**src/hdl/smpm_pkg.sv**
```systemverilog
// Shared types and constants for the striped mirror placement mapper.
package smpm_pkg;

	localparam int MAX_NODES    = 4;
	localparam int MAX_SEGMENTS = 64;
	localparam int NODE_W       = $clog2(MAX_NODES);
	localparam int NCNT_W       = $clog2(MAX_NODES + 1);
	localparam int OFF_W        = 50;
	localparam int LEN_W        = 32;
	localparam int CAP_W        = 48;
	localparam int STAT_W       = 3;
	localparam int IDX_W        = 3;
	localparam int DIV_STEPS    = OFF_W;
	localparam int DCNT_W       = $clog2(DIV_STEPS + 1);
	localparam int MCNT_W       = $clog2(LEN_W);

	localparam logic [STAT_W-1:0] ST_OK        = 3'd0;
	localparam logic [STAT_W-1:0] ST_OFFSET    = 3'd1;
	localparam logic [STAT_W-1:0] ST_RANGE     = 3'd2;
	localparam logic [STAT_W-1:0] ST_NODE_CAP  = 3'd3;
	localparam logic [STAT_W-1:0] ST_TOO_MANY  = 3'd4;

	localparam logic [IDX_W-1:0] REG_STRIPE = 3'd0;
	localparam logic [IDX_W-1:0] REG_NODES  = 3'd1;
	localparam logic [IDX_W-1:0] REG_CAP0   = 3'd2;
	localparam logic [IDX_W-1:0] REG_CAP1   = 3'd3;
	localparam logic [IDX_W-1:0] REG_CAP2   = 3'd4;
	localparam logic [IDX_W-1:0] REG_CAP3   = 3'd5;
	localparam logic [IDX_W-1:0] REG_ACTIVE = 3'd6;

	typedef struct packed {
		logic [OFF_W-1:0] start_offset;
		logic [LEN_W-1:0] request_length;
	} req_t;

	typedef struct packed {
		logic [OFF_W-1:0]  seg_offset;
		logic [LEN_W-1:0]  seg_length;
		logic [1:0]        primary_node;
		logic [CAP_W-1:0]  primary_offset;
		logic              primary_up;
		logic              mirror_present;
		logic [1:0]        mirror_node;
		logic [CAP_W-1:0]  mirror_offset;
		logic              mirror_up;
		logic [STAT_W-1:0] status;
		logic              last_segment;
	} seg_t;

	// effective configuration seen by the front and back
	typedef struct packed {
		logic [LEN_W-1:0]                 stripe;
		logic [NCNT_W-1:0]                nodes;
		logic [MAX_NODES-1:0]             active;
		logic [MAX_NODES-1:0][CAP_W-1:0]  cap;
	} cfg_t;

	typedef struct packed {
		logic                             single;
		logic [STAT_W-1:0]                status;
		logic [OFF_W-1:0]                 off;
		logic [LEN_W-1:0]                 len;
		logic [LEN_W-1:0]                 in_stripe;
		logic [NODE_W-1:0]                p0;
		logic [CAP_W-1:0]                 base;
		logic [MAX_NODES-1:0][CAP_W-1:0]  usable;
	} cmd_t;

	typedef enum logic [2:0] {
		F_IDLE, F_DIV1, F_CHECK, F_DIV2, F_MUL, F_PUSH
	} fstate_t;

endpackage

```
**src/hdl/smpm_queue.sv**
```systemverilog
// Two-word command queue between front and back.
module smpm_queue (
	input  logic            clk,
	input  logic            arst_n,
	input  logic            push,
	input  smpm_pkg::cmd_t  wdata,
	output logic            full,
	input  logic            pop,
	output logic            empty,
	output smpm_pkg::cmd_t  rdata
);
	import smpm_pkg::*;

	cmd_t       mem_q [2];
	logic       wp_q, rp_q;
	logic [1:0] cnt_q;

	always_ff @(posedge clk or negedge arst_n) begin
		if (!arst_n) begin
			wp_q  <= 1'b0;
			rp_q  <= 1'b0;
			cnt_q <= '0;
		end else begin
			if (push) wp_q <= !wp_q;
			if (pop) rp_q <= !rp_q;
			cnt_q <= cnt_q + 2'(push) - 2'(pop);
		end
	end

	always_ff @(posedge clk) begin
		if (push) mem_q[wp_q] <= wdata;
	end

	assign full  = cnt_q == 2'd2;
	assign empty = cnt_q == 2'd0;
	assign rdata = mem_q[rp_q];
endmodule

```
**config.mk**
```make
export PLATFORM = sky130hd
export DESIGN_NAME = smpm_queue
export DESIGN_NICKNAME = d
export VERILOG_FILES = /design/src/hdl/smpm_pkg.sv /design/src/hdl/smpm_queue.sv
export SDC_FILE = /design/constraint.sdc
export NUM_CORES = 1
export LEC_CHECK = 0
export ABC_AREA = 1
export BUFFER_PORTS_ARGS = -buffer_cell sky130_fd_sc_hd__buf_2
export CORE_AREA = 2 2 282 284
export CTS_CLUSTER_DIAMETER = 150
export CTS_CLUSTER_SIZE = 14
export DETAILED_ROUTE_END_ITERATION = 10
export DIE_AREA = 0 0 284 286
export RECOVER_POWER = 50
export SLEW_MARGIN = 15
export SYNTH_ARGS = -nofsm -noshare
export SYNTH_HDL_FRONTEND = slang
export SYNTH_SLANG_ARGS = --single-unit
```
**constraint.sdc**
```tcl
create_clock -name clk -period 50.8 [get_ports clk]
set_clock_uncertainty 0.1 [all_clocks]
set_input_delay 2.54 -clock clk [delete_from_list [all_inputs] [get_ports clk]]
set_output_delay 2.54 -clock clk [all_outputs]
set_load 0.03 [all_outputs]
```
* Word level (Yosys, flattened, before mapping)
Memories as Yosys holds them, arrays and structs flattened.
Index checks and enable logic that the tools add are counted.
Widths: inputs -> output; s select.
** Word-level totals
- Logic and storage cells :: 12
- Flip-flop bits (word level) :: 4
- Memories kept :: 1
- RAM bits :: 720
** Operators by class
- Reduce and logical (&&, ||, !) cells :: 3
- $add $sub $neg :: 2
- Multiplexer cells :: 2
- Eq/ne operators :: 1
** Memories
- mem_q :: words 2, width 360, read ports 1, clocked after Yosys merged registers in 0, wr ports 1, line smpm_queue.sv:14 : cmd_t mem_q [2];
** Operators by type and width (number)
- $add 2x1->2 :: 1
- $eq 2x2->1 const B :: 1
- $logic_not 1->1 :: 2
- $logic_not 2->1 :: 1
- $mux 1 :: 2
- $sub 2x1->2 :: 1

* Logic depth before layout (Yosys ltp)
- Depth in word-level cells :: 2
- Depth in mapped cells :: 7

* Least setup slack after synthesis
Ideal clock, no wire load.
- Path kind :: input to register
- Start point :: input port push
- End point :: memory mem_q[0][0] (netlist name), enable pin
- Path slack :: 31.988 ns
- Arrival :: 17.612 ns
- Stages on the path :: 2
- Path through :: inv_1 > nor2_1
** On the way
- Longest elaborated chain between the ends :: 2
** Ends and longest elaborated chain
- from (decl) :: line smpm_queue.sv:5 : input logic push,
- $mux 1 :: line smpm_queue.sv:31 : if (push) mem_q[wp_q] <= wdata;
- $mux 1 (not written as such) :: line smpm_queue.sv:31
- to (decl) :: line smpm_queue.sv:14
Every way passes these cells.

* Worst setup path after layout
- Start point :: input port push
- End point :: memory mem_q[0][148] (netlist name), enable pin
Same word-level chain as after synthesis.

==> flow_summary.ini <==
[placed_design]
dp_hpwl_um = 44300
place.gp.congestion = 0.893
portBuffers = 725
place_area_sq_mm = 0.0314
dp_worst_setup_slack_ns = 43.98

[floorplan]
core_sq_mm = 0.0784
die_width_um = 284
placementRows = 103
start_util_pct = 34.4
io_pins = 726
die_h_um = 286
die_area_sq_mm = 0.0812

[power_and_ir_drop]
power_density_mw_per_mm2 = 61.3
ir_drop_mv = 0.0436
finalPower_mw = 2.01
leakagePower_nw = 13.4

[clock_network]
cts_setup_buffers = 0
clkSinkCount = 724
cts-resized-gates = 0
clk_latency_ns = 0.62
clkTransAtPathRegs_ns = 0.07
cts_max_level = 2
cts_root_buf = clkbuf_16
numCtsBuffers = 57
cts_tree = built
hold_buffers = 0
clockBufferDepth = 3

[sta]
final_max_slew_viol_count = 261
min_period_ns = 11.70
tightest_slew_ns = 9.24
finalSetupViolCount = 0
finalSetupTns_ns = 0
fin_ws_ns = 39.10
rsz0062_at_grt = false
finalCritPeriodShare_pct = 23.0
finalHoldViolations = 0
slew_headroom_pct = -516
max_freq_ghz = 0.0855

[cells_and_area]
final_util_pct = 41.8
syn_to_final_growth_pct = 21.5
final_area_sq_mm = 0.0328
drive_gt1_share_pct = 24.7
fin_nets = 2988
n_fill_cell = 7356

[synth]
avgSynthCellArea_sq_um = 14.2
ys_ff_latch = 724
synth_nets = 2271
yosysUniqueCellTypes = 14
synthCells = 1905
ys_seq_area_share_pct = 80.5
netlist_area_sq_mm = 0.0270
yosysWarnings = 0

[min_path]
hold_class = reg2reg
hold_start = wp_q

[grt]
grt_pass1_wl_um = 91700
first_global_vias = 15300
antenna_found_initial = 18
grt-ovfl-total = 0
track_usage_pct = 14.8
grt_max_degree = 237

[critical_path]
crit_arrival_ns = 11.81
r2r_slack_ns = 40.85
path_class = in2reg
crit_start = push
cp.required_ns = 50.91
startpoint_type = primary input
rr_startpoint = wp_q
cp_max_fo = 156
endpoint_kind = flip-flop

[route]
wl_per_cell_um = 17.0
drc = 0
first_pass_iters = 5
drt-vias-per-instance = 4.31
drt-initial-drc-count = 1068
wirelength_um = 62900
antenna_left = 0
num_vias = 15900

[status]
violations = capacitance limit, slew limit
status = finished with violations

[run]
cap_violations = 2
==> logic make-up after synthesis <==
group | share of synthesized area [%]
flops | 80.5
compound gates | 6.68
xor+xnor | 0.0649
simple gates | 5.15
fa+ha+maj | 0.0927
buf+inv | 7.51
==> worst paths after layout <==
path | end | depth (start not counted)
setup / recovery | mem_q[0][148] | 6
hold / removal | wp_q | 1
setup reg to reg | mem_q[0][148] | 4
hold reg to reg | wp_q | 1
max in group asynchronous | rp_q | 1
min in group asynchronous | wp_q | 1
==> layout by cell type (no fill, tap or decap) <==
cell / Yosys / final
dfrtp_4: 0 / 1
buf_2: 33 / 576
nand3_1: 1 / 1
clkinvlp_2: 0 / 1
ha_1: 2 / 2
dfrtp_1: 4 / 3
nor2_4: 0 / 1
inv_6: 0 / 1
o21ai_0: 182 / 182
buf_12: 0 / 1
clkbuf_1: 3 / 163
edfxtp_1: 720 / 720
buf_4: 6 / 11
bufinv_16: 0 / 1
o21ai_1: 178 / 178
xor2_1: 2 / 2
nor2_1: 3 / 2
nand2_1: 366 / 366
inv_1: 367 / 366
clkbuf_16: 0 / 59
diode_2: 0 / 8
==> cells in the mapped netlist <==
library cell / number / area share (%)
buf_2: 33 / 0.61
buf_4: 6 / 0.17
buf_6: 38 / 1.6
clkbuf_1: 3 / 0.042
dfrtp_1: 4 / 0.37
edfxtp_1: 720 / 80
ha_1: 2 / 0.093
inv_1: 367 / 5.1
nand2_1: 366 / 5.1
nand3_1: 1 / 0.019
nor2_1: 3 / 0.042
o21ai_0: 182 / 3.4
o21ai_1: 178 / 3.3
xor2_1: 2 / 0.065
==> layer usage <==
metal,vias to the layer above,routed length (um),global-route usage (%),share of wire [%]
met2,591,30600,25.0,49
met4,14,2020,5.46,3.2
met5,-,100,0,0.16
li1,7858,-,-,-
met1,7348,22900,16.3,36
met3,116,7240,7.01,12
==> metrics by stage <==
stage | instances | hold WS [ns]
2_1_floorplan | 1905 | 0.363
3_5_place_dp | 3613 | 0.444
6_report | 3695 | 0.448
4_1_cts | 3687 | 0.455
3_3_place_gp | 3613 | 0.433
5_1_grt | 3690 | 0.469
==> where the power goes <==
part	internal, mW	switching [mW]
clock network	0.212	0.189
logic	0.173	0.594
registers	0.805	0.0361
total	1.19	0.819
==> layout make-up <==
type	instances	area, sq um	area share (%)
clock buffers	72	1530	4.65
well taps	1050	1310	4.01
multi-input cells	734	3240	9.89
flip-flops and latches	724	21700	66.3
diodes	8	20.0	0.0611
clock inverters	2	38.8	0.118
inverters	367	1380	4.20
repair buffers	738	3550	10.8
==> worst max-delay path: stages <==
cell and delay, ns:
clkbuf_1 0.18, inv_1 0.10, nor2_4 0.07, clkbuf_1 6.37, buf_4 1.43, buf_4 0.89
==> flip-flops by register name (all words and copies together) (netlist names) <==
name / count
cnt_q: 2
mem_q: 720
wp_q: 1
rp_q: 1
(Power assumes the default switching activity.)
