## config.mk

```make
export PLATFORM = sky130hd
export DESIGN_NAME = smpm_back
export DESIGN_NICKNAME = d
export VERILOG_FILES = /design/src/hdl/smpm_pkg.sv /design/src/hdl/smpm_back.sv
export SDC_FILE = /design/constraint.sdc
export NUM_CORES = 1
export LEC_CHECK = 0
export BUFFER_PORTS_ARGS = -buffer_cell sky130_fd_sc_hd__clkbuf_2
export CAP_MARGIN = 20
export CORE_ASPECT_RATIO = 1.2
export CORE_UTILIZATION = 35
export DETAILED_ROUTE_END_ITERATION = 6
export PLACE_DENSITY = 0.58
export SETUP_SLACK_MARGIN = 0.2
export SYNTH_ARGS = -nofsm -noshare
export SYNTH_HDL_FRONTEND = slang
export SYNTH_SLANG_ARGS = --single-unit
export TNS_END_PERCENT = 1
```

## constraint.sdc

```tcl
create_clock -name clk -period 17.9 [get_ports clk]
set_input_delay 2.685 -clock clk [delete_from_list [all_inputs] [get_ports clk]]
set_output_delay 2.685 -clock clk [all_outputs]
set_load 0.01 [all_outputs]
```

## src/hdl/smpm_pkg.sv

```systemverilog
// Shared types and constants for the striped mirror placement mapper.
package smpm_pkg;

	localparam int MAX_NODES    = 4;
	localparam int MAX_SEGMENTS = 64;
	localparam int NODE_W       = $clog2(MAX_NODES);
	localparam int NCNT_W       = $clog2(MAX_NODES + 1);
	localparam int OFF_W        = 50;
	localparam int LEN_W        = 32;
	localparam int CAP_W        = 48;
	localparam int STAT_W       = 3;
	localparam int IDX_W        = 3;
	localparam int DIV_STEPS    = OFF_W;
	localparam int DCNT_W       = $clog2(DIV_STEPS + 1);
	localparam int MCNT_W       = $clog2(LEN_W);

	localparam logic [STAT_W-1:0] ST_OK        = 3'd0;
	localparam logic [STAT_W-1:0] ST_OFFSET    = 3'd1;
	localparam logic [STAT_W-1:0] ST_RANGE     = 3'd2;
	localparam logic [STAT_W-1:0] ST_NODE_CAP  = 3'd3;
	localparam logic [STAT_W-1:0] ST_TOO_MANY  = 3'd4;

	localparam logic [IDX_W-1:0] REG_STRIPE = 3'd0;
	localparam logic [IDX_W-1:0] REG_NODES  = 3'd1;
	localparam logic [IDX_W-1:0] REG_CAP0   = 3'd2;
	localparam logic [IDX_W-1:0] REG_CAP1   = 3'd3;
	localparam logic [IDX_W-1:0] REG_CAP2   = 3'd4;
	localparam logic [IDX_W-1:0] REG_CAP3   = 3'd5;
	localparam logic [IDX_W-1:0] REG_ACTIVE = 3'd6;

	typedef struct packed {
		logic [OFF_W-1:0] start_offset;
		logic [LEN_W-1:0] request_length;
	} req_t;

	typedef struct packed {
		logic [OFF_W-1:0]  seg_offset;
		logic [LEN_W-1:0]  seg_length;
		logic [1:0]        primary_node;
		logic [CAP_W-1:0]  primary_offset;
		logic              primary_up;
		logic              mirror_present;
		logic [1:0]        mirror_node;
		logic [CAP_W-1:0]  mirror_offset;
		logic              mirror_up;
		logic [STAT_W-1:0] status;
		logic              last_segment;
	} seg_t;

	// effective configuration seen by the front and back
	typedef struct packed {
		logic [LEN_W-1:0]                 stripe;
		logic [NCNT_W-1:0]                nodes;
		logic [MAX_NODES-1:0]             active;
		logic [MAX_NODES-1:0][CAP_W-1:0]  cap;
	} cfg_t;

	typedef struct packed {
		logic                             single;
		logic [STAT_W-1:0]                status;
		logic [OFF_W-1:0]                 off;
		logic [LEN_W-1:0]                 len;
		logic [LEN_W-1:0]                 in_stripe;
		logic [NODE_W-1:0]                p0;
		logic [CAP_W-1:0]                 base;
		logic [MAX_NODES-1:0][CAP_W-1:0]  usable;
	} cmd_t;

	typedef enum logic [2:0] {
		F_IDLE, F_DIV1, F_CHECK, F_DIV2, F_MUL, F_PUSH
	} fstate_t;

endpackage

```

## src/hdl/smpm_back.sv

```systemverilog
// Back end: walks the stripes of one command and emits one word per segment.
module smpm_back (
	input  logic            clk,
	input  logic            arst_n,
	input  smpm_pkg::cfg_t  cfg,
	input  logic            empty,
	input  smpm_pkg::cmd_t  cmd,
	output logic            pop,
	output logic            out_valid,
	input  logic            out_stall,
	output smpm_pkg::seg_t  out_data
);
	import smpm_pkg::*;

	logic                            active_q, single_q;
	logic [STAT_W-1:0]               status_q;
	logic [OFF_W-1:0]                cur_q;
	logic [LEN_W-1:0]                rem_q, ins_q;
	logic [NODE_W-1:0]               p_q;
	logic [CAP_W-1:0]                base_q;
	logic [MAX_NODES-1:0][CAP_W-1:0] usable_q;
	logic                            ov_q;
	seg_t                            o_q, seg;
	logic                            slot;
	logic [LEN_W-1:0]                avail, len;
	logic [CAP_W-1:0]                local_off;
	logic [NODE_W-1:0]               m;
	logic                            wrap, last;

	assign slot  = !ov_q || !out_stall;
	assign pop   = !active_q && !empty;
	assign avail = cfg.stripe - ins_q;
	assign len   = (rem_q < avail) ? rem_q : avail;
	assign last  = single_q || rem_q == len;
	assign wrap  = NCNT_W'(p_q) + NCNT_W'(1) == cfg.nodes;
	assign m     = wrap ? '0 : NODE_W'(p_q + NODE_W'(1));
	assign local_off = base_q + CAP_W'(ins_q);

	always_comb begin
		seg = '0;
		seg.seg_offset   = cur_q;
		seg.status       = status_q;
		seg.last_segment = last;
		if (!single_q) begin
			seg.seg_length     = len;
			seg.primary_node   = 2'(p_q);
			seg.primary_offset = local_off;
			seg.primary_up     = cfg.active[p_q];
			if (cfg.nodes > NCNT_W'(1)) begin
				seg.mirror_present = 1'b1;
				seg.mirror_node    = 2'(m);
				seg.mirror_offset  = local_off + usable_q[m];
				seg.mirror_up      = cfg.active[m];
			end
		end
	end

	always_ff @(posedge clk or negedge arst_n) begin
		if (!arst_n) begin
			active_q <= 1'b0;
			ov_q     <= 1'b0;
		end else begin
			if (pop) begin
				active_q <= 1'b1;
			end else if (active_q && slot && last) begin
				active_q <= 1'b0;
			end
			if (active_q && slot) begin
				ov_q <= 1'b1;
			end else if (!out_stall) begin
				ov_q <= 1'b0;
			end
		end
	end

	always_ff @(posedge clk) begin
		if (pop) begin
			single_q <= cmd.single;
			status_q <= cmd.status;
			cur_q    <= cmd.off;
			rem_q    <= cmd.len;
			ins_q    <= cmd.in_stripe;
			p_q      <= cmd.p0;
			base_q   <= cmd.base;
			usable_q <= cmd.usable;
		end else if (active_q && slot) begin
			// advance to the next stripe
			cur_q  <= cur_q + OFF_W'(len);
			rem_q  <= rem_q - len;
			ins_q  <= '0;
			p_q    <= m;
			if (wrap) base_q <= base_q + CAP_W'(cfg.stripe);
		end
		if (active_q && slot) o_q <= seg;
	end

	assign out_valid = ov_q;
	assign out_data  = o_q;
endmodule

```

# Word-level counts from Yosys, hierarchy flattened
# Cells that the tools add are included.
# classes
addsub,8
multipliers,0
div_mod_pow,0
magnitude_cmp,4
eq_ne,3
shift,0
muxes,24
bitwise_logic,1
n_reduce_logical,14
# ops
operator,count
$mux 48,4
$mux 32,5
$mux 50,2
$add 48x32->48,2
$bmux 48 s2,1
$sub 32x32->32,2
$mux 52,1
$add 50x32->50,1
$add 48x48->48,1
$eq 32x32->1,1
$lt 32x32->1,1
$lt 2x3->1 const B,2
$mux 1,6
$mux 2,3
$reduce_bool 2->1,3
$bmux 1 s2,2
$logic_not 1->1,4
$add 2x1->3 const B,1
$eq 3x3->1,1
$gt 3x1->1 const B,1
$logic_and 1x1->1,3
$add 2x1->2 const B,1
$logic_or 1x1->1,2
$ne 2x1->1 const B,1
other kinds (3),3
# word_totals
regBits,551
latchBits,0
ramBits,0
mem_bits_ro,0
in_bits,595
out_inout_bits,191
elab_cells,78
memories,0

# Longest topological paths before layout
# logic_depth
depth_word,8
mapped_depth,39
ltp_nobuf,37

# Worst setup path before layout
# Ideal clock, no wire load.
# synth_path
path_type,input to output
startpoint,input port empty
endpoint,output port pop
arrival_ns,9.115
required_time_ns,15.215
setup_slack_ns,6.100
cell_stages,5
path_buffers,3
path_cell_list,or2_2 -> clkbuf_1 -> clkinv_1 -> clkbuf_1 -> clkbuf_1
# synth_via
elab_chain_cells,2
# synth_lines
element,line_no,text
start: declaration,smpm_back.sv:6,"input logic empty,"
$logic_not 1->1,smpm_back.sv:31,assign pop = !active_q && !empty;
$logic_and 1x1->1,smpm_back.sv:31,
end: declaration,smpm_back.sv:8,"output logic pop,"
# No other way between the ends.

# Worst setup path in the final report
# layout_path
startpoint,input port cfg[199] (netlist name)
endpoint,register cur_q[48] (data pin)
# layout_via
elab_chain_cells,6
# layout_lines
element,line_no,text
start: declaration,smpm_back.sv:5,"input smpm_pkg::cfg_t cfg,"
$sub 32x32->32 *,smpm_back.sv:32,assign avail = cfg.stripe - ins_q;
$lt 32x32->1,smpm_back.sv:33,assign len = (rem_q < avail) ? rem_q : avail;
$mux 32 *,smpm_back.sv:33,
named net len[3],smpm_back.sv:25,"logic [LEN_W-1:0] avail, len;"
$add 50x32->50 *,smpm_back.sv:88,cur_q <= cur_q + OFF_W'(len);
$mux 50 *,smpm_back.sv:86,end else if (active_q && slot) begin
$mux 50 *,smpm_back.sv:77,if (pop) begin
end signal: assignment,smpm_back.sv:80,cur_q <= cmd.off;
end signal: assignment,smpm_back.sv:88,
end: declaration,smpm_back.sv:17,logic [OFF_W-1:0] cur_q;
# The timed path passes the listed nets; every way through them passes the cells marked *. The select of a mux whose other input is x is not followed.
# A chain may end at the register's enable or synchronous reset.

==> key figures <==
Status
  – Status: complete, no violations

Global route
  – Grt ovf: 0
  – Pin count of the biggest net entering global routing: 98
  – GRT Overall Usage: 23.2%
  – Met1 GRT Util: 29.2%
  – GR Util met3: 7.03%
  – Most Crowded Layer GR: met2
  – First-pass GRT wire length: 161,000 µm
  – Initial antenna violation count: 37
  – Met2 usage: 38.3%
  – Vias in the first global route: 25,378

Yosys
  – Synth Register Bits: 551
  – Number of flops mapped to enable cells by yosys: 549
  – Proportion of synthesized area in mux cells: 2.63%
  – Synth Area in Simple Gates: 12.5%
  – Synth Area in XOR/XNOR: 5.79%
  – Yosys Warn Count: 0
  – Synthesized-area fraction occupied by adder cells: 9.51%
  – Async SR Flop Fraction: 0.363%
  – Compound-Gate Fraction of Synth Area: 16.2%
  – Yosys top cell by area: edfxtp_1
  – Register area share after synthesis: 50.4%
  – Synth Cell Area: 0.0328 mm²
  – Cell variety after synth: 78
  – Top-area cell type share of the netlist area: 50.2%
  – Gate Count Post-Synth: 3,082
  – Top post-synthesis cells by area: edfxtp_1, ha_1, nor2_1, a21oi_1, xnor2_1
  – Top_reg_cell synth: edfxtp_1
  – Largest family of logic cells by synthesized area: compound AO/OA/AOI/OAI gates
  – Syn_area_per_cell: 10.6 µm²
  – Syn_nets: 3,922

Timing
  – Worst hold margin: 0.423 ns
  – Slew Viols, Final: 0
  – Setup Skew: 0.0280 ns
  – Post-route clock period utilization: 63.8%
  – Max-Slew Margin vs Limit: 28.4%
  – Final count of hold timing violations: 0
  – Least-Margin Pin Slew: 1.07 ns
  – # setup viols final: 0
  – Final setup TNS: 0 ns
  – Max Freq: 0.0875 GHz
  – Unrepaired setup endpoints after global routing: no
  – Fin worst setup slack: 6.47 ns
  – Min Tclk post-route: 11.43 ns

Job
  – Max cap viols: 0

Critical path
  – Crit start category: primary input
  – Reg2Reg Launch Point: ins_q[0]$_SDFFCE_PN0P_
  – Critical Path End Type: flip-flop
  – Arr. time, crit path: 11.77 ns
  – CP Class: in2reg
  – FF-to-FF End: cur_q[48]$_DFFE_PP_
  – Slowest cell on the critical path: buf_4
  – Crit path top cell by count: a21oi_1
  – Worst R2R Path Depth: 35
  – Critical path data required time: 18.24 ns
  – Max incr delay on CP: 0.51 ns
  – Max FO, Critical Path: 30
  – R2R setup slack: 8.23 ns

Route
  – Total number of vias: 26,094
  – Post-route DRC: 0
  – First DRT Iteration DRCs: 1,847
  – Routed wire per std cell: 22.6 µm
  – Final WL: 113,000 µm
  – Via density: 5.24
  – Drt first pass iters: 5
  – ANT nets after route: 0

Pwr
  – Switching share of total power: 45.2%
  – Cell Int Power: 5.03 mW
  – Peak supply drop: 0.144 mV
  – Sequential share of power: 24.1%
  – Comb pwr share: 60.5%
  – Clk network pwr share: 15.3%
  – Cell Pwr Density: 232 mW/mm²
  – Static leakage: 16.7 nW
  – Sw power: 4.14 mW
  – Tot Pwr: 9.16 mW

Die
  – Die X-Extent: 282 µm
  – Initial Util: 35.5%
  – FP Rows: 122
  – Die H: 337 µm
  – Total core area: 0.0925 mm²
  – Die ar.: 0.0950 mm²
  – IO Count: 786

Clock tree
  – Htree depth: 3
  – CTS max path bufs: 3
  – Reg clk slew, reported paths: 0.06 ns
  – Clock root buffer master: clkbuf_16
  – CTS tree: yes
  – # resized after CTS: 0
  – Skew-Pair Late Insertion Delay: 0.63 ns
  – Setup Buffers After CTS: 0
  – CTS Buf Count: 67
  – CTS Hold Buffers Added: 0
  – # clock sinks: 551

Place
  – Input/output buffers: 593
  – Area after DPL: 0.0372 mm²
  – Setup WS pre-CTS: 5.79 ns
  – Dpl cells: 4,838
  – Final HPWL DP: 88,200 µm
  – RD Place Congestion: 0.903

Worst hold path
  – Worst hold start: status_q[1]$_DFFE_PP_
  – Min-Delay Path Class: reg2reg
  – Hold Path End: out_data[2]$_DFFE_PP_
  – Hold Crit Depth: 0

Layout
  – Post-route cell area: 0.0395 mm²
  – Share of cells above drive strength 1: 20.7%
  – Post-layout util: 42.7%
  – Commonest non-fill, non-tap cell in the layout: clkbuf_2
  – Final-stage net count: 4,508
  – Final Non-Filler Cells: 4,977
  – Area Growth Syn to Fin: 20.4%
  – Leading cell types in the layout, fill and taps excluded: clkbuf_2, edfxtp_1, nor2_1
## cell usage after synthesis (18+ instances only)
| library cell | count |
|---|---|
| edfxtp_1 | 549 |
| a21o_1 | 122 |
| nand3_1 | 35 |
| mux2i_1 | 76 |
| a211oi_1 | 24 |
| nand2_1 | 238 |
| nor2b_1 | 73 |
| nand4_1 | 30 |
| clkbuf_1 | 89 |
| a21oi_1 | 231 |
| o21bai_1 | 24 |
| nand2b_1 | 34 |
| nor2_1 | 353 |
| o31ai_1 | 18 |
| o21ai_0 | 195 |
| o21a_1 | 36 |
| xnor2_1 | 120 |
| a221oi_1 | 50 |
| and2_1 | 39 |
| xor2_1 | 95 |
| nor3_1 | 33 |
| inv_1 | 152 |
| ha_1 | 239 |
| and3_1 | 25 |
## state kept, by name, indices dropped and copies added (netlist names)
signal     count
single_q       1
ins_q         32
base_q        48
out_data     189
active_q       1
cur_q         50
status_q       3
rem_q         32
out_valid      1
p_q            2
usable_q     192
## worst max-delay path: cells and delay by family
family                   cells  cell delay, ns
adder cells (fa/ha/maj)      4            1.25
buffers and inverters        5            0.88
AO/OA/AOI/OAI               22            5.52
AND/OR/NAND/NOR              3            0.42
multiplexers                 1            0.44
XOR/XNOR                     2            0.53
## worst max path at each step
stage                     slack (ns)     start                   to
after global routing            5.81  cfg[199]  cur_q[48]$_DFFE_PP_
after detailed placement        5.79  cfg[199]  cur_q[48]$_DFFE_PP_
after floorplan                 6.10     empty                  pop
final                           6.47  cfg[199]  cur_q[48]$_DFFE_PP_
after global placement          5.95  cfg[199]  cur_q[48]$_DFFE_PP_
after CTS                       6.46  cfg[199]  cur_q[48]$_DFFE_PP_
## layer usage
metal	wire [µm]	part of all wire (%)
met5	205	0.18
met4	2400	2.1
met3	9700	8.6
met2	53400	47
met1	46900	42
## power by group through the flow
stage | clock network, mW | registers (mW) | logic (mW)
detailed placement | 0 | 2.24 | 5.51
global route | 1.48 | 2.24 | 6.15
finish | 1.40 | 2.21 | 5.55
global placement | 0 | 2.23 | 5.47
floorplan | 0 | 2.25 | 3.97
CTS | 1.43 | 2.22 | 5.55
## cells by family (layout without fill, tap and decap cells)
| logic type | after synthesis | count (layout) |
|---|---|---|
| AND/OR/NAND/NOR | 900 | 900 |
| AO/OA/AOI/OAI | 827 | 827 |
| flip-flops | 551 | 551 |
| buffers and inverters | 258 | 896 |
| adder cells (fa/ha/maj) | 246 | 246 |
| XOR/XNOR | 216 | 216 |
| multiplexers | 84 | 84 |
| other | 0 | 17 |
## layout make-up
| cell class | count | area (µm²) |
|---|---|---|
| fill | 9098 | 53000 |
| sequential | 551 | 16500 |
| multi-input combinational | 2273 | 15300 |
| timing repair buffer | 622 | 3210 |
| clock buffer | 74 | 1720 |
| tap | 1240 | 1550 |
| inverter | 153 | 589 |
| clock inverter | 47 | 508 |
| antenna | 17 | 42.5 |
Power figures use the tool's default switching activity.
