===== config.mk =====
export PLATFORM = sky130hd
export DESIGN_NAME = smpm_front
export DESIGN_NICKNAME = d
export VERILOG_FILES = /design/src/hdl/smpm_pkg.sv /design/src/hdl/smpm_div.sv /design/src/hdl/smpm_front.sv
export SDC_FILE = /design/constraint.sdc
export NUM_CORES = 2
export LEC_CHECK = 0
export BUFFER_PORTS_ARGS = -buffer_cell sky130_fd_sc_hd__buf_2
export CAP_MARGIN = 20
export CORE_AREA = 4 4 442 444
export CTS_CLUSTER_SIZE = 30
export DETAILED_ROUTE_END_ITERATION = 16
export DIE_AREA = 0 0 446 448
export REMOVE_ABC_BUFFERS = 1
export SLEW_MARGIN = 20
export SYNTH_ARGS = -nofsm -noshare
export SYNTH_HDL_FRONTEND = slang
export SYNTH_SLANG_ARGS = --single-unit

===== constraint.sdc =====
create_clock -name clk -period 22.3 [get_ports clk]
set_input_delay 5.575 -clock clk [delete_from_list [all_inputs] [get_ports clk]]
set_output_delay 5.575 -clock clk [all_outputs]
set_load 0.02 [all_outputs]

===== src/hdl/smpm_pkg.sv =====
// Shared types and constants for the striped mirror placement mapper.
package smpm_pkg;

	localparam int MAX_NODES    = 4;
	localparam int MAX_SEGMENTS = 64;
	localparam int NODE_W       = $clog2(MAX_NODES);
	localparam int NCNT_W       = $clog2(MAX_NODES + 1);
	localparam int OFF_W        = 50;
	localparam int LEN_W        = 32;
	localparam int CAP_W        = 48;
	localparam int STAT_W       = 3;
	localparam int IDX_W        = 3;
	localparam int DIV_STEPS    = OFF_W;
	localparam int DCNT_W       = $clog2(DIV_STEPS + 1);
	localparam int MCNT_W       = $clog2(LEN_W);

	localparam logic [STAT_W-1:0] ST_OK        = 3'd0;
	localparam logic [STAT_W-1:0] ST_OFFSET    = 3'd1;
	localparam logic [STAT_W-1:0] ST_RANGE     = 3'd2;
	localparam logic [STAT_W-1:0] ST_NODE_CAP  = 3'd3;
	localparam logic [STAT_W-1:0] ST_TOO_MANY  = 3'd4;

	localparam logic [IDX_W-1:0] REG_STRIPE = 3'd0;
	localparam logic [IDX_W-1:0] REG_NODES  = 3'd1;
	localparam logic [IDX_W-1:0] REG_CAP0   = 3'd2;
	localparam logic [IDX_W-1:0] REG_CAP1   = 3'd3;
	localparam logic [IDX_W-1:0] REG_CAP2   = 3'd4;
	localparam logic [IDX_W-1:0] REG_CAP3   = 3'd5;
	localparam logic [IDX_W-1:0] REG_ACTIVE = 3'd6;

	typedef struct packed {
		logic [OFF_W-1:0] start_offset;
		logic [LEN_W-1:0] request_length;
	} req_t;

	typedef struct packed {
		logic [OFF_W-1:0]  seg_offset;
		logic [LEN_W-1:0]  seg_length;
		logic [1:0]        primary_node;
		logic [CAP_W-1:0]  primary_offset;
		logic              primary_up;
		logic              mirror_present;
		logic [1:0]        mirror_node;
		logic [CAP_W-1:0]  mirror_offset;
		logic              mirror_up;
		logic [STAT_W-1:0] status;
		logic              last_segment;
	} seg_t;

	// effective configuration seen by the front and back
	typedef struct packed {
		logic [LEN_W-1:0]                 stripe;
		logic [NCNT_W-1:0]                nodes;
		logic [MAX_NODES-1:0]             active;
		logic [MAX_NODES-1:0][CAP_W-1:0]  cap;
	} cfg_t;

	typedef struct packed {
		logic                             single;
		logic [STAT_W-1:0]                status;
		logic [OFF_W-1:0]                 off;
		logic [LEN_W-1:0]                 len;
		logic [LEN_W-1:0]                 in_stripe;
		logic [NODE_W-1:0]                p0;
		logic [CAP_W-1:0]                 base;
		logic [MAX_NODES-1:0][CAP_W-1:0]  usable;
	} cmd_t;

	typedef enum logic [2:0] {
		F_IDLE, F_DIV1, F_CHECK, F_DIV2, F_MUL, F_PUSH
	} fstate_t;

endpackage


===== src/hdl/smpm_div.sv =====
// Restoring divider lane: one quotient bit per cycle.
module smpm_div (
	input  logic                         clk,
	input  logic                         arst_n,
	input  logic                         start,
	input  logic [smpm_pkg::OFF_W-1:0]   dividend,
	input  logic [smpm_pkg::LEN_W-1:0]   divisor,
	output logic                         busy,
	output logic [smpm_pkg::OFF_W-1:0]   quotient,
	output logic [smpm_pkg::LEN_W-1:0]   remainder
);
	import smpm_pkg::*;

	logic [DCNT_W-1:0] cnt_q;
	logic [LEN_W-1:0]  rem_q;
	logic [OFF_W-1:0]  quo_q;
	logic [LEN_W-1:0]  d_q;
	logic [LEN_W:0]    trial;
	logic              ge;

	assign trial = {rem_q, quo_q[OFF_W-1]};
	assign ge    = trial >= {1'b0, d_q};

	always_ff @(posedge clk or negedge arst_n) begin
		if (!arst_n) begin
			cnt_q <= '0;
		end else if (start) begin
			cnt_q <= DCNT_W'(DIV_STEPS);
		end else if (cnt_q != '0) begin
			cnt_q <= cnt_q - DCNT_W'(1);
		end
	end

	always_ff @(posedge clk) begin
		if (start) begin
			rem_q <= '0;
			quo_q <= dividend;
			d_q   <= divisor;
		end else if (cnt_q != '0) begin
			rem_q <= ge ? LEN_W'(trial - {1'b0, d_q}) : LEN_W'(trial);
			quo_q <= {quo_q[OFF_W-2:0], ge};
		end
	end

	assign busy      = cnt_q != '0;
	assign quotient  = quo_q;
	assign remainder = rem_q;
endmodule


===== src/hdl/smpm_front.sv =====
// Front end: accepts requests, checks capacity and computes the start of the walk.
module smpm_front (
	input  logic                clk,
	input  logic                arst_n,
	input  smpm_pkg::cfg_t      cfg,
	input  logic                in_valid,
	output logic                in_stall,
	input  smpm_pkg::req_t      in_data,
	output logic                push,
	input  logic                full,
	output smpm_pkg::cmd_t      cmd
);
	import smpm_pkg::*;

	localparam int LANES = 2 + MAX_NODES;

	fstate_t state_q, state_d;
	logic [LANES-1:0]              start;
	logic [LANES-1:0]              busy;
	logic [LANES-1:0][OFF_W-1:0]   dvd;
	logic [LANES-1:0][LEN_W-1:0]   dvs;
	logic [LANES-1:0][OFF_W-1:0]   quo;
	logic [LANES-1:0][LEN_W-1:0]   rem;

	req_t                          req_q;
	cmd_t                          cmd_q;
	logic [CAP_W-1:0]              row_q;
	logic [MCNT_W-1:0]             mcnt_q;
	logic [MAX_NODES-1:0][CAP_W-1:0] usable;
	logic [CAP_W-1:0]              min_cap;
	logic [OFF_W-1:0]              exposed;
	logic [OFF_W-1:0]              span;
	logic                          single;
	logic [STAT_W-1:0]             status;
	logic [OFF_W-1:0]              end_off;

	assign end_off = OFF_W'(in_data.start_offset + OFF_W'(in_data.request_length) - OFF_W'(1));

	always_comb begin
		for (int i = 0; i < LANES; i++) begin
			dvs[i] = cfg.stripe;
			dvd[i] = '0;
		end
		dvd[0] = in_data.start_offset;
		dvd[1] = end_off;
		for (int i = 0; i < MAX_NODES; i++) begin
			dvd[2+i] = (cfg.nodes > NCNT_W'(1)) ? OFF_W'(cfg.cap[i] >> 1) : OFF_W'(cfg.cap[i]);
		end
		if (state_q == F_CHECK) begin
			dvd[0] = quo[0];
			dvs[0] = LEN_W'(cfg.nodes);
		end
	end

	for (genvar g = 0; g < LANES; g++) begin : g_lane
		smpm_div u_div (
			.clk       (clk),
			.arst_n    (arst_n),
			.start     (start[g]),
			.dividend  (dvd[g]),
			.divisor   (dvs[g]),
			.busy      (busy[g]),
			.quotient  (quo[g]),
			.remainder (rem[g])
		);
	end

	// usable capacity per node, the smallest over the nodes in use, the exposed range and the request status
	always_comb begin
		min_cap = '1;
		for (int i = 0; i < MAX_NODES; i++) begin
			usable[i] = CAP_W'(dvd[2+i] - OFF_W'(rem[2+i]));
			if (NCNT_W'(i) < cfg.nodes && usable[i] < min_cap) begin
				min_cap = usable[i];
			end
		end
		exposed = '0;
		for (int i = 0; i < MAX_NODES; i++) begin
			if (NCNT_W'(i) < cfg.nodes) begin
				exposed = exposed + OFF_W'(min_cap);
			end
		end
		span = quo[1] - quo[0];
		single = 1'b1;
		status = ST_OK;
		if (req_q.start_offset > exposed) begin
			status = ST_OFFSET;
		end else if (OFF_W'(req_q.request_length) > exposed - req_q.start_offset) begin
			status = ST_RANGE;
		end else if (req_q.request_length == '0) begin
			status = ST_OK;
		end else if (span >= OFF_W'(MAX_SEGMENTS)) begin
			status = ST_TOO_MANY;
		end else begin
			single = 1'b0;
		end
	end

	always_comb begin
		state_d = state_q;
		case (state_q)
			F_IDLE:  if (in_valid) state_d = F_DIV1;
			F_DIV1:  if (busy == '0) state_d = F_CHECK;
			F_CHECK: state_d = single ? F_PUSH : F_DIV2;
			F_DIV2:  if (!busy[0]) state_d = F_MUL;
			F_MUL:   if (mcnt_q == '0) state_d = F_PUSH;
			F_PUSH:  if (!full) state_d = F_IDLE;
			default: state_d = F_IDLE;
		endcase
	end

	always_comb begin
		in_stall = 1'b1;
		start    = '0;
		push     = 1'b0;
		case (state_q)
			F_IDLE: begin
				in_stall = 1'b0;
				start    = {LANES{in_valid}};
			end
			F_CHECK: start[0] = !single;
			F_PUSH:  push = !full;
			default: ;
		endcase
	end

	always_ff @(posedge clk or negedge arst_n) begin
		if (!arst_n) begin
			state_q <= F_IDLE;
		end else begin
			state_q <= state_d;
		end
	end

	always_ff @(posedge clk) begin
		case (state_q)
			F_IDLE: if (in_valid) req_q <= in_data;
			F_CHECK: begin
				cmd_q.single    <= single;
				cmd_q.status    <= status;
				cmd_q.off       <= (status == ST_OK) ? req_q.start_offset : '0;
				cmd_q.len       <= req_q.request_length;
				cmd_q.in_stripe <= rem[0];
				cmd_q.p0        <= '0;
				cmd_q.base      <= '0;
				cmd_q.usable    <= usable;
			end
			F_DIV2: if (!busy[0]) begin
				cmd_q.p0 <= NODE_W'(rem[0]);
				row_q    <= CAP_W'(quo[0]);
				mcnt_q   <= MCNT_W'(LEN_W - 1);
			end
			// shift-add multiply of row by stripe, stripe MSB first
			F_MUL: begin
				cmd_q.base <= CAP_W'({cmd_q.base, 1'b0})
					+ (cfg.stripe[mcnt_q] ? row_q : '0);
				mcnt_q <= mcnt_q - MCNT_W'(1);
			end
			default: ;
		endcase
	end

	assign cmd = cmd_q;
endmodule


; ---- Word-level counts from Yosys, hierarchy flattened
; Index checks and enable logic that the tools add are counted.
[totals]
wordCells = 200
output_inout_bits = 362
inputBits = 317
register_bits = 1218
[classes]
eq_ne = 11
bitwise_logic = 1
magnitude_cmp = 19
muxes = 71
reduce_logical = 32
addsub = 25
[ops]
columns = operator, count
row1 = two-way mux 50 bit, 16
row2 = two-way mux 48 bit, 10
row3 = >= comparator 33 x 32 -> 1 bit, 6
row4 = two-way mux 32 bit, 6
row5 = subtractor 32 bit, 6
row6 = subtractor 48 x 32 -> 48 bit, 4
row7 = adder 50 x 48 -> 50 bit, 3
row8 = < comparator 48 bit, 3
row9 = subtractor 50 bit, 2
row10 = one-hot mux 48 bit (2 select lines), 1
row11 = two-way mux 6 bit, 12
row12 = adder 50 x 32 -> 50 bit, 1
row13 = >= comparator 50 x 7 -> 1 bit (second input constant), 1
row14 = greater-than comparator 32 x 50 -> 1 bit, 1
row15 = greater-than comparator 50 bit, 1
row16 = subtractor 50 x 1 -> 50 bit (second input constant), 1
row17 = adder 48 bit, 1
row18 = < comparator 48 bit (second input constant), 1
row19 = nonzero test 6 bit, 6
row20 = subtractor 6 x 1 -> 6 bit (second input constant), 6
row21 = two-way mux 3 bit, 11
row22 = logical NOT 32 bit, 1
row23 = one-hot mux 3 bit (6 select lines), 1
row24 = nonzero test 2 bit, 9
row25 = other kinds (24), 49

; ---- Logic depth before layout (Yosys ltp)
[logic_depth]
word_depth = 30
mapped_depth = 129
ltp_nobuf = 105

; ---- Cells and area by module
; Synthesis repeated with hierarchy kept, for this count alone.
[hier_totals]
cells_unflattened = 10174
hier_area_um2 = 94206.6
[modules_own_cells]
columns = module, seq_area_each_um2, area_per_inst_um2, cells_each, instances
row1 = smpm_front, 14939.3, 51790.9, 6190, 1
row2 = smpm_div, 3253.1, 7069.3, 664, 6

; ---- Worst setup path after synthesis
; OpenSTA, ideal clock, no wires.
[synth_timing]
path_type = input to register
startpoint = input cfg[197] (netlist name)
endpoint = register g_lane[0].u_div.quo_q[0] (enable)
required_time_ns = 21.821
setup_ns = 0.479
n_path_buf = 18
arrival_ns = 30.759
stages = 114
setup_slack_ns = -8.938
path_cell_list = buf_4 -> nor2_2 -> buf_2 -> buf_2 -> buf_2 -> buf_2 -> buf_2 -> buf_2 -> clkbuf_1 -> buf_2 -> clkbuf_8 -> clkbuf_1 -> mux2i_1 -> ha_1 -> inv_1 -> fa_1 -> a211o_1 -> a21oi_1 -> (+78 left out) -> nor2b_1 -> xor2_1 -> a21oi_1 -> or2_1 -> ha_1 -> a222oi_1 -> o21ai_0 -> nor4_1 -> nand4_1 -> a21oi_1 -> o2111ai_1 -> a31oi_1 -> nand4_1 -> or4_1 -> nor4_2 -> a311o_1 -> nor4_1 -> a22oi_1
[synth_rtl]
columns = item, line
row1 = from (decl), smpm_front.sv:5  ; input smpm_pkg::cfg_t cfg,
row2 = to (signal assigned), smpm_div.sv:37  ; quo_q <= dividend;
row3 = to (signal assigned), smpm_div.sv:41  ; quo_q <= {quo_q[OFF_W-2:0], ge};
row4 = to (decl), smpm_div.sv:16  ; logic [OFF_W-1:0] quo_q;

; ---- Final worst setup path
[layout_timing]
startpoint = input cfg[198] (netlist name)
endpoint = register g_lane[0].u_div.quo_q[1] (data pin)
[layout_between]
elab_chain_len = 29
elab_cells_between_ends = 40
classes_between = add/sub (8) / order compare (11) / mux (16) / reduce/logical (5)
[layout_rtl]
columns = item, line
row1 = greater-than comparator 3 x 1 -> 1 bit, smpm_front.sv:47  ; dvd[2+i] = (cfg.nodes > NCNT_W'(1)) ? OFF_W'(cfg.cap[i] >> 1) : OFF_W'(cfg.cap[i]);
row2 = two-way mux 48 bit, smpm_front.sv:47
row3 = subtractor 48 x 32 -> 48 bit, smpm_front.sv:72  ; usable[i] = CAP_W'(dvd[2+i] - OFF_W'(rem[2+i]));
row4 = < comparator 48 bit, smpm_front.sv:73  ; if (NCNT_W'(i) < cfg.nodes && usable[i] < min_cap) begin
row5 = logical AND 1 bit, smpm_front.sv:73
row6 = two-way mux 48 bit, smpm_front.sv:73
row7 = < comparator 48 bit, smpm_front.sv:73
row8 = logical AND 1 bit, smpm_front.sv:73
row9 = (+13 left out), n/a
row10 = two-way mux 50 bit *, smpm_front.sv:79  ; if (NCNT_W'(i) < cfg.nodes) begin
row11 = subtractor 50 bit, smpm_front.sv:88  ; end else if (OFF_W'(req_q.request_length) > exposed - req_q.start_offset) begin
row12 = greater-than comparator 32 x 50 -> 1 bit, smpm_front.sv:88
row13 = two-way mux 1 bit, smpm_front.sv:88
row14 = two-way mux 1 bit *, smpm_front.sv:86  ; if (req_q.start_offset > exposed) begin
row15 = logical NOT 1 bit *, smpm_front.sv:121  ; F_CHECK: start[0] = !single;
row16 = one-hot mux 1 bit (2 select lines) *, smpm_front.sv:116  ; case (state_q)
row17 = two-way mux 50 bit *, smpm_div.sv:35  ; if (start) begin
; Every way passes the cells marked *; elsewhere a longest branch is shown, timed or not.
; A chain may end at the register's enable or synchronous reset.

==> results.ini <==
[status]
status = finished, violations left
violations = setup timing

[setup_path]
slowest_delay_ps = 440
slowest_stage = or4_4
critical_path_class = primary input to flop
critPathMaxFanout = 9
critical_path_arrival_ps = 26480
cp-start-kind = primary input
crit_family = compound AO/OA/AOI/OAI gates
required_ps = 22880
critical_path_buf_inv_count = 20
crit_top_cell = a21o_1
crit_path_end_kind = flop

[place]
portBuffers = 674
dp.cells = 14400
dpl.hpwl_um = 292000
gp_congestion = 1.04
pre_cts_ws_ps = -6650

[detailed_routing]
drt-pass1-iter-count = 8
num_vias = 85600
wl_per_cell_um = 24.8
drt_wl_total_um = 370000
via_per_inst = 5.75
postRouteAntennaNets = 0
remaining_drc_errors = 0
detail_route.iter0.violations = 6713

[global_routing]
grt_max_degree = 170
track_usage = 0.356
grt_use_met2 = 0.605
grt_overflow = 0
grt_pass1_vias = 83700
use_met1 = 0.418
antenna_found_initial = 25
use_met3 = 0.0367
grt_pass1_wl_um = 533000
grt-busiest-layer = met2

[timing]
final-max-slew-violation-count = 0
rsz0062_at_grt = true
hold_slack_ps = 448
period_share = 1.16
tightest_slew_ps = 1140
setup_viol = 226
setup_ws_ps = -3610
hold_viol = 0
skew_ps = 35.0
fin_crit_ps = 25910
timing.fmax_ghz = 0.0386
slew_headroom = 0.229

[logic_synthesis]
synth_mux_area_frac = 0.0284
ys.flop_type = edfxtp_1
ys.warnings.count = 0
netlist_instances = 9723
avgSynthCellArea_um2 = 8.80
ys_ff_latch = 1090
synth_fa_ha_area_frac = 0.123
synth-edff-count = 859
syn-cell-area_um2 = 85600
synth-compound-area-share = 0.206
synth_xor_area_frac = 0.0511
async_flop_share = 0.0358
ys_types = 145
synth-simple-area-share = 0.181
synth_top_family_by_area = compound AO/OA/AOI/OAI gates
ys_seq_area_frac = 0.358

[clocking]
cts_tree = built
cts_root_buf = clkbuf_16
clock_sinks = 1090
clockBufferDepth = 3
clk_latency_ps = 840
h-tree-depth = 4
cts_buffers = 136
path_clk_slew_ps = 60

[die]
fp.dieW_um = 446
die_height_um = 448
ios = 679
die_area_um2 = 200000
rows = 161
initial_utilization = 0.447
placeableCoreArea_um2 = 192000

[cells_and_area]
areaGrowthSynthToFinish_pct = 34.6
stdcell_count = 14900
drive_above_1_share = 0.295
final_common_cell = buf_4
final_cell_mix = 1,952 x buf_4, 1,074 x nand2_1, 859 x edfxtp_1
nNetsFinal = 13400

[job]
cap_violations = 0

[hold_path]
hold_path.class = flop to flop

## per-stage QoR
stage          instance area [um2]  TNS (ps)  utilization
2_1_floorplan                83800  -3849450            -
3_3_place_gp                105000  -1406290        0.547
3_5_place_dp                105000  -1452780        0.548
4_1_cts                     114000   -698440        0.597
5_1_grt                     115000   -941900        0.602
6_report                    115000   -770230        0.602
## routing by layer
layer	vias up	wire length [um]
met1	41100	143000
met2	3070	175000
met3	863	19500
met4	2	32400
li1	40600	-
met5	-	13
## worst register-to-register path, delay by kind of cell, from the launching register on
family	cells	cell delay, ps
AO/OA/AOI/OAI	53	9710
XOR/XNOR	3	490
adder cells (fa/ha/maj)	7	2020
buffers and inverters	18	2600
flip-flops	1	390
multiplexers	3	850
AND/OR/NAND/NOR	27	4630
## registers in the layout, indices dropped and copies added (netlist names)
name	flops
cmd	360
g_lane.u_div.cnt_q	36
g_lane.u_div.d_q	64
g_lane.u_div.quotient	300
g_lane.u_div.remainder	192
mcnt_q	5
req_q	82
row_q	48
state_q	3
## logic make-up after synthesis
logic type,after synthesis
and+or+nand+nor,3296
AOI/OAI and AO/OA,2697
DFF,1090
buffers and inverters,1088
adders and majority gates,835
xor gates and xnor gates,497
muxes,220
## cell usage after synthesis, types with 56 or more instances
library cell     n  share of area
o21a_1         123          0.011
nand4_1        107         0.0078
a211oi_1       209          0.018
o211ai_1        56         0.0049
nor4_1         109         0.0080
nor2_1         853          0.037
ha_1           820           0.12
dfxtp_1        192          0.045
nand3_1        151         0.0088
a31oi_1        216          0.016
a21oi_1        652          0.038
xnor2_1        278          0.028
nand2_1       1118          0.049
o21ai_0        569          0.033
clkbuf_1       279          0.012
nand2b_1       124         0.0091
or3_1           73         0.0053
nor3_1         240          0.014
xor2_1         216          0.022
nor2b_1        158          0.012
a21o_1         257          0.023
edfxtp_1       859           0.30
inv_1          715          0.031
mux2i_1        168          0.020
and2_1          97         0.0071
and3_1          69         0.0050
o21bai_1        58         0.0051
## area by class of cell
class / instances / area (um2)
timing repair buffer: 2745 / 20000
tap: 2526 / 3160
clock inverter: 91 / 1010
inverter: 715 / 2700
multi-input combinational: 7548 / 54100
sequential: 1090 / 30600
clock buffer: 160 / 3640
fill: 16800 / 76300
antenna: 17 / 42.5
## worst paths after layout
check	from	end	slack [ps]	cells past startpoint
max reg2reg	g_lane[2].u_div.remainder[11]	g_lane[0].u_div.quotient[1]	1340	111
max in group asynchronous	arst_n	g_lane[0].u_div.cnt_q[0]	16980	2
min reg2reg	g_lane[0].u_div.quotient[47]	row_q[47]	450	0
min in group asynchronous	arst_n	g_lane[1].u_div.cnt_q[3]	4870	2
min	g_lane[0].u_div.quotient[47]	row_q[47]	450	0
max	cfg[198]	g_lane[0].u_div.quotient[1]	-3610	116
## repair_timing
action	CTS	global route
gates resized for setup	621	136
setup endpoints to repair	226	226
hold endpoints to repair	0	0
hold buffers	0	0
pin swaps	322	93
cloned	20	2
buffers inserted	155	34
Power is left out: the tool's default activity adds up to more than one toggle a clock period on the data nets, which glitch-free logic cannot reach.
